==> src/sv/gcode_line_command_parser_defines.svh <==
// Assertion macros shared by the command line parser.
`ifndef GCODE_LINE_COMMAND_PARSER_DEFINES_SVH
`define GCODE_LINE_COMMAND_PARSER_DEFINES_SVH

// Check a condition in the same cycle as its trigger.
`define GLCP_ASSERT_NOW(lbl, ante, cons, msg) \
  lbl: assert property (@(posedge clk) disable iff (rst) (ante) |-> (cons)) else $error(msg);

// Check a condition in the cycle after its trigger.
`define GLCP_ASSERT_NEXT(lbl, ante, cons, msg) \
  lbl: assert property (@(posedge clk) disable iff (rst) (ante) |=> (cons)) else $error(msg);

`endif

==> src/sv/glcp_pkg.sv <==
// Types, codes and character helpers for the command line parser.
package glcp_pkg;

  localparam int VALUE_BITS_DEFAULT = 32;
  localparam int ARG_BITS = 32;

  localparam logic [7:0] CH_SPACE = 8'h20;
  localparam logic [7:0] CH_TAB   = 8'h09;
  localparam logic [7:0] CH_CR    = 8'h0D;
  localparam logic [7:0] CH_PLUS  = 8'h2B;
  localparam logic [7:0] CH_MINUS = 8'h2D;
  localparam logic [7:0] CH_DOT   = 8'h2E;
  localparam logic [7:0] CH_D0    = 8'h30;
  localparam logic [7:0] CH_D1    = 8'h31;
  localparam logic [7:0] CH_D2    = 8'h32;
  localparam logic [7:0] CH_D4    = 8'h34;
  localparam logic [7:0] CH_D8    = 8'h38;
  localparam logic [7:0] CH_D9    = 8'h39;
  localparam logic [7:0] CH_D     = 8'h44;
  localparam logic [7:0] CH_G     = 8'h47;
  localparam logic [7:0] CH_M     = 8'h4D;
  localparam logic [7:0] CH_U     = 8'h55;
  localparam logic [7:0] CH_X     = 8'h58;
  localparam logic [7:0] CH_Y     = 8'h59;

  typedef enum logic [2:0] {
    CMD_CALIBRATE = 3'd0,
    CMD_ORIGIN    = 3'd1,
    CMD_LIMIT     = 3'd2,
    CMD_MOVE      = 3'd3,
    CMD_STATUS    = 3'd4,
    CMD_PEN_RANGE = 3'd5,
    CMD_PEN       = 3'd6,
    CMD_LASER     = 3'd7
  } cmd_t;

  typedef enum logic [1:0] {
    ST_OK        = 2'd0,
    ST_UNKNOWN   = 2'd1,
    ST_MALFORMED = 2'd2,
    ST_BAD_NUM   = 2'd3
  } status_t;

  typedef enum logic [2:0] {
    NS_LEAD = 3'd0,
    NS_SIGN = 3'd1,
    NS_DIGS = 3'd2,
    NS_STOP = 3'd3,
    NS_BAD  = 3'd4
  } num_st_t;

  typedef enum logic [3:0] {
    PR_WS1  = 4'd0,
    PR_UWS  = 4'd1,
    PR_USGN = 4'd2,
    PR_UDIG = 4'd3,
    PR_WS2  = 4'd4,
    PR_DWS  = 4'd5,
    PR_DSGN = 4'd6,
    PR_DDIG = 4'd7,
    PR_DONE = 4'd8,
    PR_FAIL = 4'd15
  } pr_t;

  typedef enum logic [1:0] {
    MV_SEEK_X = 2'd0,
    MV_X_DIGS = 2'd1,
    MV_SEEK_Y = 2'd2,
    MV_Y_DIGS = 2'd3
  } move_ph_t;

  typedef struct packed {
    logic [7:0] ch;
    logic       line_end;
  } item_t;

  typedef struct packed {
    logic [2:0]                 cmd_type;
    logic [1:0]                 status;
    logic signed [ARG_BITS-1:0] arg_a;
    logic signed [ARG_BITS-1:0] arg_b;
  } result_t;

  // Per-beat control from the top level to the parsers.
  typedef struct packed {
    logic       step;
    logic       clear;
    logic [7:0] ch;
  } step_ctl_t;

  typedef struct packed {
    logic                       bad;
    logic signed [ARG_BITS-1:0] value;
  } num_report_t;

  typedef struct packed {
    logic                       malformed;
    logic                       bad;
    logic signed [ARG_BITS-1:0] up;
    logic signed [ARG_BITS-1:0] down;
  } pen_report_t;

  function automatic logic is_ws(input logic [7:0] c);
    return (c == CH_SPACE) || ((c >= CH_TAB) && (c <= CH_CR));
  endfunction

  function automatic logic is_dig(input logic [7:0] c);
    return (c >= CH_D0) && (c <= CH_D9);
  endfunction

endpackage

==> src/sv/glcp_digit_acc.sv <==
// Decimal digit accumulate with overflow flag, plus value and range check.
module glcp_digit_acc #(
  parameter int VALUE_BITS = glcp_pkg::VALUE_BITS_DEFAULT
) (
  input  logic [VALUE_BITS-1:0]                mag,
  input  logic                                 ovf,
  input  logic                                 neg,
  input  logic [7:0]                           ch,
  output logic [VALUE_BITS-1:0]                mag_next,
  output logic                                 ovf_next,
  output logic signed [glcp_pkg::ARG_BITS-1:0] value,
  output logic                                 range_bad
);
  import glcp_pkg::*;

  localparam int W   = VALUE_BITS;
  localparam int EXT = (W > ARG_BITS) ? W : ARG_BITS;
  localparam logic [W-1:0] LIMIT = {1'b1, {(W-1){1'b0}}};

  logic [W+3:0]  prod;
  logic          over;
  logic [EXT-1:0] ext;
  logic [EXT-1:0] signed_ext;

  // mag*10 + d exceeds the negative limit exactly when the digit would overflow
  assign prod = {3'b000, mag, 1'b0} + {1'b0, mag, 3'b000} + {{W{1'b0}}, ch[3:0]};
  assign over = prod > {4'b0000, LIMIT};

  always_comb begin
    mag_next = mag;
    ovf_next = ovf;
    if (!ovf) begin
      if (over) begin
        ovf_next = 1'b1;
      end else begin
        mag_next = prod[W-1:0];
      end
    end
  end

  assign ext        = EXT'(mag);
  assign signed_ext = neg ? (~ext + {{(EXT-1){1'b0}}, 1'b1}) : ext;
  assign value      = signed_ext[ARG_BITS-1:0];
  assign range_bad  = ovf || (!neg && (mag >= LIMIT));

endmodule

==> src/sv/glcp_number.sv <==
// Free-form signed integer scanner: whitespace, sign, digits, stop.
module glcp_number #(
  parameter int VALUE_BITS = glcp_pkg::VALUE_BITS_DEFAULT
) (
  input  logic                   clk,
  input  logic                   rst,
  input  glcp_pkg::step_ctl_t    ctl,
  input  logic                   feed,
  output glcp_pkg::num_report_t  report
);
  import glcp_pkg::*;

  num_st_t                    st, st_next;
  logic                       neg, neg_next;
  logic                       ovf, ovf_next;
  logic [VALUE_BITS-1:0]      mag, mag_next;
  logic [VALUE_BITS-1:0]      dig_mag;
  logic                       dig_ovf;
  logic                       range_bad;
  logic signed [ARG_BITS-1:0] value;

  glcp_digit_acc #(.VALUE_BITS(VALUE_BITS)) u_digit (
    .mag       (mag),
    .ovf       (ovf),
    .neg       (neg),
    .ch        (ctl.ch),
    .mag_next  (dig_mag),
    .ovf_next  (dig_ovf),
    .value     (value),
    .range_bad (range_bad)
  );

  always_ff @(posedge clk) begin
    if (rst || ctl.clear) begin
      st  <= NS_LEAD;
      neg <= 1'b0;
      ovf <= 1'b0;
      mag <= '0;
    end else if (ctl.step && feed) begin
      st  <= st_next;
      neg <= neg_next;
      ovf <= ovf_next;
      mag <= mag_next;
    end
  end

  always_comb begin
    st_next  = st;
    neg_next = neg;
    ovf_next = ovf;
    mag_next = mag;
    unique case (st)
      NS_LEAD: begin
        if (is_ws(ctl.ch)) begin
          st_next = NS_LEAD;
        end else if ((ctl.ch == CH_PLUS) || (ctl.ch == CH_MINUS)) begin
          neg_next = (ctl.ch == CH_MINUS);
          st_next  = NS_SIGN;
        end else if (is_dig(ctl.ch)) begin
          mag_next = dig_mag;
          ovf_next = dig_ovf;
          st_next  = NS_DIGS;
        end else begin
          st_next = NS_BAD;
        end
      end
      NS_SIGN: begin
        if (is_dig(ctl.ch)) begin
          mag_next = dig_mag;
          ovf_next = dig_ovf;
          st_next  = NS_DIGS;
        end else begin
          st_next = NS_BAD;
        end
      end
      NS_DIGS: begin
        if (is_dig(ctl.ch)) begin
          mag_next = dig_mag;
          ovf_next = dig_ovf;
        end else begin
          st_next = NS_STOP;
        end
      end
      default: begin
        st_next = st;
      end
    endcase
  end

  assign report = '{bad:   ((st != NS_DIGS) && (st != NS_STOP)) || range_bad,
                    value: value};

endmodule

==> src/sv/glcp_pen_range.sv <==
// Pattern matcher for the pen range fields: U value then D value.
module glcp_pen_range #(
  parameter int VALUE_BITS = glcp_pkg::VALUE_BITS_DEFAULT
) (
  input  logic                  clk,
  input  logic                  rst,
  input  glcp_pkg::step_ctl_t   ctl,
  input  logic                  feed,
  output glcp_pkg::pen_report_t report
);
  import glcp_pkg::*;

  pr_t                        phase, phase_next;
  logic                       up_neg, up_neg_next, dn_neg, dn_neg_next;
  logic                       up_ovf, up_ovf_next, dn_ovf, dn_ovf_next;
  logic [VALUE_BITS-1:0]      up_mag, up_mag_next, dn_mag, dn_mag_next;
  logic [VALUE_BITS-1:0]      up_dig_mag, dn_dig_mag;
  logic                       up_dig_ovf, dn_dig_ovf;
  logic                       up_bad, dn_bad;
  logic                       c_ws, c_dig, c_sign;
  logic signed [ARG_BITS-1:0] up_value, dn_value;

  glcp_digit_acc #(.VALUE_BITS(VALUE_BITS)) u_up (
    .mag       (up_mag),
    .ovf       (up_ovf),
    .neg       (up_neg),
    .ch        (ctl.ch),
    .mag_next  (up_dig_mag),
    .ovf_next  (up_dig_ovf),
    .value     (up_value),
    .range_bad (up_bad)
  );

  glcp_digit_acc #(.VALUE_BITS(VALUE_BITS)) u_down (
    .mag       (dn_mag),
    .ovf       (dn_ovf),
    .neg       (dn_neg),
    .ch        (ctl.ch),
    .mag_next  (dn_dig_mag),
    .ovf_next  (dn_dig_ovf),
    .value     (dn_value),
    .range_bad (dn_bad)
  );

  assign c_ws   = is_ws(ctl.ch);
  assign c_dig  = is_dig(ctl.ch);
  assign c_sign = (ctl.ch == CH_PLUS) || (ctl.ch == CH_MINUS);

  always_ff @(posedge clk) begin
    if (rst || ctl.clear) begin
      phase  <= PR_WS1;
      up_neg <= 1'b0;
      up_ovf <= 1'b0;
      up_mag <= '0;
      dn_neg <= 1'b0;
      dn_ovf <= 1'b0;
      dn_mag <= '0;
    end else if (ctl.step && feed) begin
      phase  <= phase_next;
      up_neg <= up_neg_next;
      up_ovf <= up_ovf_next;
      up_mag <= up_mag_next;
      dn_neg <= dn_neg_next;
      dn_ovf <= dn_ovf_next;
      dn_mag <= dn_mag_next;
    end
  end

  always_comb begin
    phase_next  = phase;
    up_neg_next = up_neg;
    up_ovf_next = up_ovf;
    up_mag_next = up_mag;
    dn_neg_next = dn_neg;
    dn_ovf_next = dn_ovf;
    dn_mag_next = dn_mag;
    unique case (phase)
      PR_WS1: begin
        if (ctl.ch == CH_U) phase_next = PR_UWS;
        else if (!c_ws) phase_next = PR_FAIL;
      end
      PR_UWS: begin
        if (c_ws) begin
          phase_next = PR_UWS;
        end else if (c_sign) begin
          up_neg_next = (ctl.ch == CH_MINUS);
          phase_next  = PR_USGN;
        end else if (c_dig) begin
          up_mag_next = up_dig_mag;
          up_ovf_next = up_dig_ovf;
          phase_next  = PR_UDIG;
        end else begin
          phase_next = PR_FAIL;
        end
      end
      PR_USGN: begin
        if (c_dig) begin
          up_mag_next = up_dig_mag;
          up_ovf_next = up_dig_ovf;
          phase_next  = PR_UDIG;
        end else begin
          phase_next = PR_FAIL;
        end
      end
      PR_UDIG: begin
        if (c_dig) begin
          up_mag_next = up_dig_mag;
          up_ovf_next = up_dig_ovf;
        end else if (c_ws) begin
          phase_next = PR_WS2;
        end else if (ctl.ch == CH_D) begin
          phase_next = PR_DWS;
        end else begin
          phase_next = PR_FAIL;
        end
      end
      PR_WS2: begin
        if (ctl.ch == CH_D) phase_next = PR_DWS;
        else if (!c_ws) phase_next = PR_FAIL;
      end
      PR_DWS: begin
        if (c_ws) begin
          phase_next = PR_DWS;
        end else if (c_sign) begin
          dn_neg_next = (ctl.ch == CH_MINUS);
          phase_next  = PR_DSGN;
        end else if (c_dig) begin
          dn_mag_next = dn_dig_mag;
          dn_ovf_next = dn_dig_ovf;
          phase_next  = PR_DDIG;
        end else begin
          phase_next = PR_FAIL;
        end
      end
      PR_DSGN: begin
        if (c_dig) begin
          dn_mag_next = dn_dig_mag;
          dn_ovf_next = dn_dig_ovf;
          phase_next  = PR_DDIG;
        end else begin
          phase_next = PR_FAIL;
        end
      end
      PR_DDIG: begin
        if (c_dig) begin
          dn_mag_next = dn_dig_mag;
          dn_ovf_next = dn_dig_ovf;
        end else begin
          phase_next = PR_DONE;
        end
      end
      default: begin
        phase_next = phase;
      end
    endcase
  end

  assign report = '{malformed: (phase != PR_DDIG) && (phase != PR_DONE),
                    bad:       up_bad || dn_bad,
                    up:        up_value,
                    down:      dn_value};

endmodule

==> src/sv/gcode_line_command_parser.sv <==
// Top level of the G-code command line parser: input stage, scanners, result register.
//
// The block takes a command line one character per beat and, on the beat that
// carries line_end, gives one decoded command (type, status and up to two
// signed 32-bit arguments), then clears itself for the next line. Character
// beats give no result. A beat is held in the input register, passes through
// the prefix capture, the G1 coordinate scanners, the M2 pen range matcher and
// the M1/M4 integer scanner side by side (each of the scanners a decode plus
// multiply-by-ten accumulate logic), and the end of line beat writes the
// result register. Character beats advance every cycle whatever the result
// register holds; only an end of line beat waits in the input register, and
// only while the previous result still waits for result_ready, so a finished
// result waiting at the output does not stall the characters of the next line
// until that line ends. From the input register the line_end beat loads the
// result register, which raises result_valid, once the previous result has
// been taken. Numbers are held in VALUE_BITS bits and flagged as bad when they
// leave the signed VALUE_BITS range; arguments are always reported in 32 bits.
`include "gcode_line_command_parser_defines.svh"

module gcode_line_command_parser #(
  parameter int VALUE_BITS = glcp_pkg::VALUE_BITS_DEFAULT
) (
  input  logic              clk,
  input  logic              rst,
  input  logic              item_valid,
  output logic              item_ready,
  input  glcp_pkg::item_t   item,
  output logic              result_valid,
  input  logic              result_ready,
  output glcp_pkg::result_t result
);
  import glcp_pkg::*;

  // Input stage
  logic      s1_valid;
  item_t     s1_item;
  logic      adv;
  step_ctl_t ctl;

  // Line state
  logic [1:0] char_index;
  logic [7:0] prefix [3];
  move_ph_t   move_phase, move_phase_next;
  logic       move_done, move_done_next;
  logic       x_feed, y_feed;
  logic       late_feed;

  num_report_t x_rep, y_rep, single_rep;
  pen_report_t pen_rep;

  logic    p_m28, p_g28, p_m11, p_g1, p_m10, p_m2, p_m1, p_m4;
  result_t res_next;

  // Advance characters every cycle; hold an end of line beat until the
  // result register can take it.
  assign adv        = s1_valid && (!s1_item.line_end || !result_valid || result_ready);
  assign item_ready = !s1_valid || adv;

  assign ctl = '{step:  adv && !s1_item.line_end,
                 clear: adv && s1_item.line_end,
                 ch:    s1_item.ch};

  always_ff @(posedge clk) begin
    if (rst) begin
      s1_valid <= 1'b0;
    end else if (item_ready) begin
      s1_valid <= item_valid;
    end
  end

  always_ff @(posedge clk) begin
    if (item_ready && item_valid) begin
      s1_item <= item;
    end
  end

  // Capture the first three characters and keep a saturating count.
  always_ff @(posedge clk) begin
    if (rst || ctl.clear) begin
      char_index <= 2'd0;
      prefix[0]  <= 8'h00;
      prefix[1]  <= 8'h00;
      prefix[2]  <= 8'h00;
    end else if (ctl.step) begin
      if (char_index != 2'd3) begin
        prefix[char_index] <= ctl.ch;
        char_index         <= char_index + 2'd1;
      end
    end
  end

  // G1 scan: seek X, take its digits up to a space, then the same for Y.
  always_ff @(posedge clk) begin
    if (rst || ctl.clear) begin
      move_phase <= MV_SEEK_X;
      move_done  <= 1'b0;
    end else if (ctl.step) begin
      move_phase <= move_phase_next;
      move_done  <= move_done_next;
    end
  end

  always_comb begin
    move_phase_next = move_phase;
    move_done_next  = move_done;
    x_feed          = 1'b0;
    y_feed          = 1'b0;
    if (!move_done) begin
      unique case (move_phase)
        MV_SEEK_X: begin
          if (ctl.ch == CH_X) move_phase_next = MV_X_DIGS;
        end
        MV_X_DIGS: begin
          if (ctl.ch == CH_SPACE) move_phase_next = MV_SEEK_Y;
          else if (ctl.ch != CH_DOT) x_feed = 1'b1;
        end
        MV_SEEK_Y: begin
          if (ctl.ch == CH_Y) move_phase_next = MV_Y_DIGS;
        end
        MV_Y_DIGS: begin
          if (ctl.ch == CH_SPACE) move_done_next = 1'b1;
          else if (ctl.ch != CH_DOT) y_feed = 1'b1;
        end
        default: begin
          move_phase_next = move_phase;
        end
      endcase
    end
  end

  glcp_number #(.VALUE_BITS(VALUE_BITS)) u_move_x (
    .clk    (clk),
    .rst    (rst),
    .ctl    (ctl),
    .feed   (x_feed),
    .report (x_rep)
  );

  glcp_number #(.VALUE_BITS(VALUE_BITS)) u_move_y (
    .clk    (clk),
    .rst    (rst),
    .ctl    (ctl),
    .feed   (y_feed),
    .report (y_rep)
  );

  // Argument parsers for M1, M4 and M2 start at the third character.
  assign late_feed = char_index[1];

  glcp_number #(.VALUE_BITS(VALUE_BITS)) u_single (
    .clk    (clk),
    .rst    (rst),
    .ctl    (ctl),
    .feed   (late_feed),
    .report (single_rep)
  );

  glcp_pen_range #(.VALUE_BITS(VALUE_BITS)) u_pen_range (
    .clk    (clk),
    .rst    (rst),
    .ctl    (ctl),
    .feed   (late_feed),
    .report (pen_rep)
  );

  // Prefix matches; a prefix needs at least as many characters as it has.
  assign p_m28 = (char_index == 2'd3) && (prefix[0] == CH_M) && (prefix[1] == CH_D2)
                 && (prefix[2] == CH_D8);
  assign p_g28 = (char_index == 2'd3) && (prefix[0] == CH_G) && (prefix[1] == CH_D2)
                 && (prefix[2] == CH_D8);
  assign p_m11 = (char_index == 2'd3) && (prefix[0] == CH_M) && (prefix[1] == CH_D1)
                 && (prefix[2] == CH_D1);
  assign p_m10 = (char_index == 2'd3) && (prefix[0] == CH_M) && (prefix[1] == CH_D1)
                 && (prefix[2] == CH_D0);
  assign p_g1  = char_index[1] && (prefix[0] == CH_G) && (prefix[1] == CH_D1);
  assign p_m2  = char_index[1] && (prefix[0] == CH_M) && (prefix[1] == CH_D2);
  assign p_m1  = char_index[1] && (prefix[0] == CH_M) && (prefix[1] == CH_D1);
  assign p_m4  = char_index[1] && (prefix[0] == CH_M) && (prefix[1] == CH_D4);

  // Pick the result in priority order of the prefixes.
  always_comb begin
    res_next.cmd_type = CMD_CALIBRATE;
    res_next.status   = ST_OK;
    res_next.arg_a    = '0;
    res_next.arg_b    = '0;
    if (p_m28) begin
      res_next.cmd_type = CMD_CALIBRATE;
    end else if (p_g28) begin
      res_next.cmd_type = CMD_ORIGIN;
    end else if (p_m11) begin
      res_next.cmd_type = CMD_LIMIT;
    end else if (p_g1) begin
      res_next.cmd_type = CMD_MOVE;
      // A value counts only once the space after it has been seen.
      if ((move_phase[1] && x_rep.bad) || (move_done && y_rep.bad)) begin
        res_next.status = ST_BAD_NUM;
      end else begin
        if (move_phase[1]) res_next.arg_a = x_rep.value;
        if (move_done) res_next.arg_b = y_rep.value;
      end
    end else if (p_m10) begin
      res_next.cmd_type = CMD_STATUS;
    end else if (p_m2) begin
      res_next.cmd_type = CMD_PEN_RANGE;
      if (pen_rep.malformed) begin
        res_next.status = ST_MALFORMED;
      end else if (pen_rep.bad) begin
        res_next.status = ST_BAD_NUM;
      end else begin
        res_next.arg_a = pen_rep.up;
        res_next.arg_b = pen_rep.down;
      end
    end else if (p_m1 || p_m4) begin
      res_next.cmd_type = p_m1 ? CMD_PEN : CMD_LASER;
      if (single_rep.bad) res_next.status = ST_BAD_NUM;
      else res_next.arg_a = single_rep.value;
    end else begin
      res_next.status = ST_UNKNOWN;
    end
  end

  // Result register: load on the end of line beat, drop once taken.
  always_ff @(posedge clk) begin
    if (rst) begin
      result_valid <= 1'b0;
    end else if (ctl.clear) begin
      result_valid <= 1'b1;
    end else if (result_ready) begin
      result_valid <= 1'b0;
    end
  end

  always_ff @(posedge clk) begin
    if (ctl.clear) begin
      result <= res_next;
    end
  end

  // Checks
  `GLCP_ASSERT_NEXT(a_line_end_gives_result, ctl.clear, result_valid, "line end gave no result")
  `GLCP_ASSERT_NEXT(a_line_end_clears, ctl.clear, char_index == 2'd0, "line state not cleared")
  `GLCP_ASSERT_NEXT(a_no_invented_result, !result_valid && !ctl.clear, !result_valid, "result with no line end")
  `GLCP_ASSERT_NOW(a_error_zero_args, result_valid && (result.status != ST_OK), (result.arg_a == '0) && (result.arg_b == '0), "arguments set on an error result")
  `GLCP_ASSERT_NOW(a_unknown_type, result_valid && (result.status == ST_UNKNOWN), result.cmd_type == CMD_CALIBRATE, "unknown command carries a type")

endmodule

==> config.mk <==
export PLATFORM = sky130hd
export DESIGN_NAME = gcode_line_command_parser
export DESIGN_NICKNAME = d
export VERILOG_FILES = /design/src/sv/glcp_pkg.sv /design/src/sv/glcp_digit_acc.sv /design/src/sv/glcp_number.sv /design/src/sv/glcp_pen_range.sv /design/src/sv/gcode_line_command_parser.sv
export VERILOG_INCLUDE_DIRS = /design/src /design/src/sv
export SDC_FILE = /design/constraint.sdc
export NUM_CORES = 1
export LEC_CHECK = 0
export ABC_AREA = 1
export BUFFER_PORTS_ARGS = -buffer_cell sky130_fd_sc_hd__buf_2
export CAP_MARGIN = 10
export CORE_MARGIN = 3
export CORE_UTILIZATION = 55
export CTS_CLUSTER_DIAMETER = 100
export DETAILED_ROUTE_END_ITERATION = 6
export PLACE_DENSITY = 0.74
export RECOVER_POWER = 50
export SLEW_MARGIN = 25
export SYNTH_ARGS = -nofsm -noshare
export SYNTH_HDL_FRONTEND = slang
export SYNTH_SLANG_ARGS = --single-unit
==> constraint.sdc <==
create_clock -name clk -period 3.57 [get_ports clk]
set_clock_uncertainty 0.05 [all_clocks]
set_input_delay 0 -clock clk [delete_from_list [all_inputs] [get_ports clk]]
set_output_delay 0 -clock clk [all_outputs]
set_load 0.1 [all_outputs]
Word-level counts from Yosys, hierarchy flattened
Memory sizes are Yosys's and may differ from the RTL's. Cells that the tools add are included.

Register bits after elaboration: 268. Memory bits (writable): 24. Bits of input ports: 13. Output and inout bits: 71. Logic and storage cells: 362. Memories kept: 1.

Add/sub/neg operators: 16. Magnitude comparators: 14. Eq/ne operators: 60. Mux-type cells: 131. Bitwise gates (word level): 7. Reductions and logical operators: 101.

Memories: prefix (depth 3, bits a word 8, read ports 3, clocked after Yosys merged registers in 0, wr ports 3, RTL line gcode_line_command_parser.sv:42) `logic [7:0] prefix [3];`.

Operator list (count): two-way mux 32 bit (35); case mux 32 bit (2 select lines) (5); two-way mux 64 bit (3); adder 33 x 35 -> 36 bit (5); adder 36 x 4 -> 36 bit (5); > comparator 36 x 32 -> 1 bit, second input constant (5); adder 32 x 1 -> 32 bit, second input constant (5); >= comparator 32 bit, second input constant (5); inverter 32 bit (5); equality test 8 x 6 -> 1 bit, second input constant (9); two-way mux 68 bit (1); two-way mux 66 bit (1); two-way mux 4 bit (13); equality test 8 x 7 -> 1 bit, second input constant (6); two-way mux 1 bit (45); AND reduction 4 bit (11); inequality test 2 bit, second input constant (19); two-way mux 37 bit (1); logical AND 1 bit (35); case mux 4 bit (8 select lines) (1); case mux 3 bit (3 select lines) (3); two-way mux 2 bit (10); two-way mux 3 bit (6); inequality test 3 x 2 -> 1 bit, second input constant (6); other kinds (34) (89).

Depth between registers and ports, before layout
Word-level depth: 11. Gate-level depth with buffers: 25. Depth with buffers taken out: 24.

Hierarchy
From an unflattened synthesis, not the netlist that was laid out.

Cells, all modules: 6364. Area total of the unflattened synthesis: 36755.3 um^2.

By module, submodules not included: glcp_digit_acc at u_move_y.u_digit ... (times used 3, cells each 925, area an instance 4590.7 um^2, seq. area each 0.0 um^2); gcode_line_command_parser (times used 1, cells each 651, area an instance 5843.1 um^2, seq. area each 3203.1 um^2); glcp_digit_acc at u_single.u_digit (times used 1, cells each 930, area an instance 4634.4 um^2, seq. area each 0.0 um^2); glcp_digit_acc at u_move_x.u_digit (times used 1, cells each 925, area an instance 4630.7 um^2, seq. area each 0.0 um^2); glcp_number at u_move_x ... (times used 2, cells each 215, area an instance 1582.8 um^2, seq. area each 740.7 um^2); glcp_pen_range (times used 1, cells each 430, area an instance 3070.4 um^2, seq. area each 1441.4 um^2); glcp_number at u_single (times used 1, cells each 223, area an instance 1639.1 um^2, seq. area each 740.7 um^2).

Least setup slack after synthesis
No wires, ideal clock.

Kind: register to register. From: register s1_item, in the netlist ctl[3]. To: register u_single.mag[0]. Setup time: 0.064 ns. Arrival time: 3.229 ns. Required time: 3.456 ns. Setup slack: 0.227 ns. Stages on the path, launching flop included: 24. Path buffers: 1. Clock period less this slack: 3.343 ns. Cells stage by stage: edfxtp_1 -> inv_1 -> fa_1 -> fa_1 -> inv_1 -> nand2_1 -> nand2_1 -> nand3_1 -> nand2_1 -> nand2_1 -> nand2_1 -> nand2_1 -> nand2_1 -> nand2_1 -> nor2_1 -> nand3_1 -> nor2_1 -> nand2_1 -> nand2_2 -> nand3_4 -> buf_6 -> nand2_1 -> inv_1 -> nor2_1.

Word-level cells in the longest chain between the ends: 8. Elaborated cells between the ends (all ways): 22. Classes of those cells: 1 x add/sub; 5 x order compare; 5 x eq/ne; 6 x mux; 5 x reduce/logical.

RTL lines: start, declared (RTL line gcode_line_command_parser.sv:36) `item_t s1_item;`; start signal, assigned (RTL line gcode_line_command_parser.sv:73) `s1_item <= item;`; adder 36 x 4 -> 36 bit (RTL line glcp_digit_acc.sv:26) `assign prod = {3'b000, mag, 1'b0} + {1'b0, mag, 3'b000} + {{W{1'b0}}, ch[3:0]};`; > comparator 36 x 32 -> 1 bit (RTL line glcp_digit_acc.sv:27) `assign over = prod > {4'b0000, LIMIT};`; two-way mux 32 bit (RTL line glcp_digit_acc.sv:33) `if (over) begin`; two-way mux 32 bit (RTL line glcp_digit_acc.sv:32) `if (!ovf) begin`; two-way mux 32 bit (RTL line glcp_number.sv:59, glcp_number.sv:68, glcp_number.sv:77); two-way mux 32 bit (RTL line glcp_number.sv:56) `end else if ((ctl.ch == CH_PLUS) || (ctl.ch == CH_MINUS)) begin`; two-way mux 32 bit (RTL line glcp_number.sv:54) `if (is_ws(ctl.ch)) begin`; case mux 32 bit (2 select lines) (RTL line glcp_number.sv:52) `unique case (st)`; end signal, assigned (RTL line glcp_number.sv:43) `mag <= mag_next;`; end, declared (RTL line glcp_number.sv:16) `logic [VALUE_BITS-1:0] mag, mag_next;`.

Parallel ways exist; a longest one is shown, timed or not. The select of a mux whose other input is x is not followed. A chain may end at the register's enable or synchronous reset.

Worst setup path in the final report
From: register s1_item, in the netlist ctl[3]. To: register u_pen_range.up_mag[21].

Word-level cells in the longest chain between the ends: 8. Elaborated cells between the ends (all ways): 22. Classes of those cells: 1 x add/sub; 5 x order compare; 5 x eq/ne; 6 x mux; 5 x reduce/logical.

RTL lines: adder 36 x 4 -> 36 bit (RTL line glcp_digit_acc.sv:26); > comparator 36 x 32 -> 1 bit (RTL line glcp_digit_acc.sv:27); two-way mux 32 bit (RTL line glcp_digit_acc.sv:33); two-way mux 32 bit (RTL line glcp_digit_acc.sv:32); two-way mux 32 bit (RTL line glcp_pen_range.sv:88, glcp_pen_range.sv:97, glcp_pen_range.sv:106); two-way mux 32 bit (RTL line glcp_pen_range.sv:85) `end else if (c_sign) begin`; two-way mux 32 bit (RTL line glcp_pen_range.sv:83) `if (c_ws) begin`; case mux 32 bit (2 select lines) (RTL line glcp_pen_range.sv:77) `unique case (phase)`; end signal, assigned (RTL line glcp_pen_range.sv:62) `up_mag <= up_mag_next;`; end, declared (RTL line glcp_pen_range.sv:16) `logic [VALUE_BITS-1:0] up_mag, up_mag_next, dn_mag, dn_mag_next;`.

Parallel ways exist; a longest one is shown, timed or not. The select of a mux whose other input is x is not followed.

==> results.json <==
{
  "outcome": "complete, but fails checks",
  "violations": "design-rule violations, negative setup slack",
  "pin_count": 84,
  "final_cells": 6701,
  "cts.path.max_buffers": 3,
  "p_comb_share_pct": 5.3,
  "min_path_type": "primary input to flip-flop",
  "cts_sinks": 292,
  "area_growth_pct": 17.4,
  "async_flop_share_pct": 0,
  "place_inst": 6574,
  "required_ns": 4.01,
  "coreArea_mm2": 0.0591,
  "powerDensity_mw_per_mm2": 195,
  "period_share_pct": 100,
  "insertion_delay_ns": 0.56,
  "initialDrtViolationCount": 2706,
  "cts_root_buf": "clkbuf_16",
  "layout-drive-gt1-share_pct": 13.7,
  "ys_ff_latch": 292,
  "clk_pin_slew_ns": 0.06,
  "synth_seq_area_share_pct": 20.8,
  "hold_violations": 0,
  "drv_slew": 0,
  "worst_slack_ns": -0.0101,
  "dieArea_mm2": 0.0629,
  "tns_ns": -0.0149,
  "cts_tree": "done",
  "synth_area_mm2": 0.0330,
  "dr.pass1.iters": 7,
  "row_count": 89,
  "p_sw_share_pct": 24.3,
  "cts_buffers": 36,
  "synth_cell_type_count": 54,
  "dp_hpwl_um": 81400,
  "vias": 36495,
  "worst_pin_slew_ns": 1.37,
  "synth_cells": 5699,
  "synth_edf_count": 102,
  "min_period_ns": 3.58,
  "max_cap_violations": 0,
  "antenna_found_initial": 0,
  "port_buffers": 83,
  "grt_usage_pct": 31.5,
  "p_int_w": 0.00570,
  "start_util_pct": 55.7,
  "nets": 6254,
  "crit_type": "flip-flop to flip-flop",
  "detail_route.wl_per_cell_um": 15.9,
  "critPathCaptureType": "flip-flop",
  "antenna_cells": 0,
  "vias_per_cell": 5.45,
  "syn_avg_cell_area_um2": 5.78,
  "cp.arrival_ns": 4.02,
  "gp_congestion": 0.977,
  "grt_max_degree": 69,
  "grt_pass1_vias": 33140,
  "die_w_um": 251,
  "routed_wl_um": 106000,
  "max_slew_margin_pct": 9.03,
  "gr-total-overflow": 0,
  "ir_drop_v": 0.000300,
  "power_leakage_nw": 20.8,
  "synthFlopType": "dfxtp_1",
  "layout_common_cells": "1581 x nand2_1, 1020 x inv_1, 591 x nor2_1, 332 x nand3_1, 313 x ha_1",
  "final_common_cell": "nand2_1",
  "power_frac_seq_pct": 46.3,
  "crit_path_start_kind": "flip-flop",
  "rsz0062_at_grt": "yes",
  "p_sw_w": 0.00183,
  "syn_nets": 6052,
  "postRouteAntennaNets": 0,
  "fillers": 5699,
  "setup_violations": 2,
  "drcViolationCount": 1,
  "clkPwrFrac_pct": 48.3,
  "path_max_fanout": 8,
  "fmax_mhz": 279,
  "htree_levels": 2,
  "grt_pass1_wl_um": 164000,
  "yosys_warnings": 0,
  "fp.dieH_um": 251
}
[path summary, 6_finish.rpt]
check | from | to | slack, ns | cells after the start
max | ctl[3] | u_pen_range.up_mag[21] | -0.01 | 24
min | item[0] | s1_item[0] | 0.12 | 2
max reg2reg | ctl[3] | u_pen_range.up_mag[21] | -0.01 | 24
min reg2reg | u_move_y.st[0] | u_move_y.st[0] | 0.44 | 2
[power by group through the flow]
stage	registers [W]	logic (W)	clock network, W
3_3_place_gp	0.00356	0.000361	0
4_1_cts	0.00349	0.000378	0.00367
2_1_floorplan	0.00365	0.000170	0
6_report	0.00349	0.000401	0.00364
5_1_grt	0.00349	0.000432	0.00380
3_5_place_dp	0.00356	0.000364	0
[final cells by class]
| cell class | instances | area, µm² | area share (%) |
|---|---|---|---|
| Multi-Input combinational cell | 4153 | 23000 | 59.5 |
| Timing Repair Buffer | 291 | 2410 | 6.24 |
| Clock inverter | 17 | 154 | 0.398 |
| Tap cell | 773 | 967 | 2.50 |
| Clock buffer | 48 | 997 | 2.58 |
| Inverter | 1127 | 4230 | 10.9 |
| Sequential cell | 292 | 6890 | 17.8 |
[sequential cells by signal, summed over array words and instances (netlist names), 2 cells and up]
name,count
char_index,2
ctl,8
move_phase,2
prefix,24
result,69
u_move_x.mag,32
u_move_x.st,3
u_move_y.mag,32
u_move_y.st,3
u_pen_range.dn_mag,32
u_pen_range.phase,4
u_pen_range.up_mag,32
u_single.mag,32
u_single.st,3
[synthesized netlist by cell type (9+ instances only)]
library cell  count  share of area (%)
nand2_1        1821                 21
inv_1          1084                 12
nor2_1          639                7.3
nand3_1         377                5.7
ha_1            330                 13
a21oi_1         269                4.1
nand4_1         227                4.3
dfxtp_1         190                 12
o21ai_0         142                2.2
edfxtp_1        102                9.3
nor3_1           80                1.2
clkbuf_1         64               0.73
buf_2            48               0.73
inv_2            41               0.47
nand3b_1         33               0.75
xor2_1           33               0.88
xnor2_1          21               0.56
o211ai_1         17               0.39
or2_2            17               0.32
a31oi_1          16               0.30
nor4_1           14               0.27
and2_1           13               0.25
o21bai_1         11               0.25
fa_1             10               0.61
buf_1             9               0.10
o21ai_1           9               0.14
[routing by layer]
metal	part of all wire, %	vias to the layer above	GRT usage [%]
li1	-	18429	-
met1	42	16565	39.3
met2	48	1232	55.1
met3	5.5	269	2.94
met4	4.5	0	14.7
met5	0	-	0
[cells by family (layout without fill, tap and decap cells)]
group / after synthesis / count (layout) / share of synthesized area (%)
and+or+nand+nor: 3255 / 3255 / 41.7
buffers and inverters: 1254 / 1483 / 14.6
muxes: 1 / 1 / 0.0342
xor gates and xnor gates: 54 / 54 / 1.44
AOI/OAI and AO/OA: 503 / 503 / 8.24
adders and majority gates: 340 / 340 / 13.1
DFF: 292 / 292 / 20.8
[stage by stage]
| stage | power, W | worst slack (ns) | utilization [%] | hold WS [ns] | instance area, µm² |
|---|---|---|---|---|---|
| 6_report | 0.00753 | -0.0101 | 65.4 | 0.121 | 38700 |
| 3_3_place_gp | 0.00392 | -0.0561 | 59.4 | 0.126 | 35100 |
| 3_5_place_dp | 0.00393 | -0.107 | 59.4 | 0.129 | 35100 |
| 4_1_cts | 0.00754 | 0.000926 | 61.8 | 0.0778 | 36500 |
| 5_1_grt | 0.00772 | -0.172 | 65.4 | 0.112 | 38700 |
| 2_1_floorplan | 0.00382 | 0.227 | - | 0.0191 | 33000 |
[worst max-delay path, stage by stage, from the launching register on]
cell and delay (ns):
edfxtp_1 0.40, inv_2 0.10, buf_12 0.14, fa_1 0.45, fa_2 0.37, inv_1 0.06
nand2_1 0.05, nand2_2 0.12, nand3_4 0.10, nand2_4 0.09, nand2_2 0.06, nand2_2 0.10
nand2_1 0.09, nand2_2 0.11, nand2_1 0.07, nor2_2 0.12, nand3_2 0.12, nor2_2 0.13
nand2_2 0.09, nand2_4 0.11, nand3_4 0.16, clkbuf_16 0.23, nand2_1 0.06, inv_1 0.04
nor2_1 0.08
[what timing repair did]
| action | CTS | global route |
|---|---|---|
| hold endpoints to repair | 20 | 0 |
| gates resized for setup | 22 | 545 |
| hold buffers | 13 | 0 |
| cloned | 1 | 14 |
| setup buffers | 5 | 32 |
| endpoints found under the setup margin | 132 | 165 |
| pin swaps | 6 | 239 |
Power figures use the tool's default switching activity.
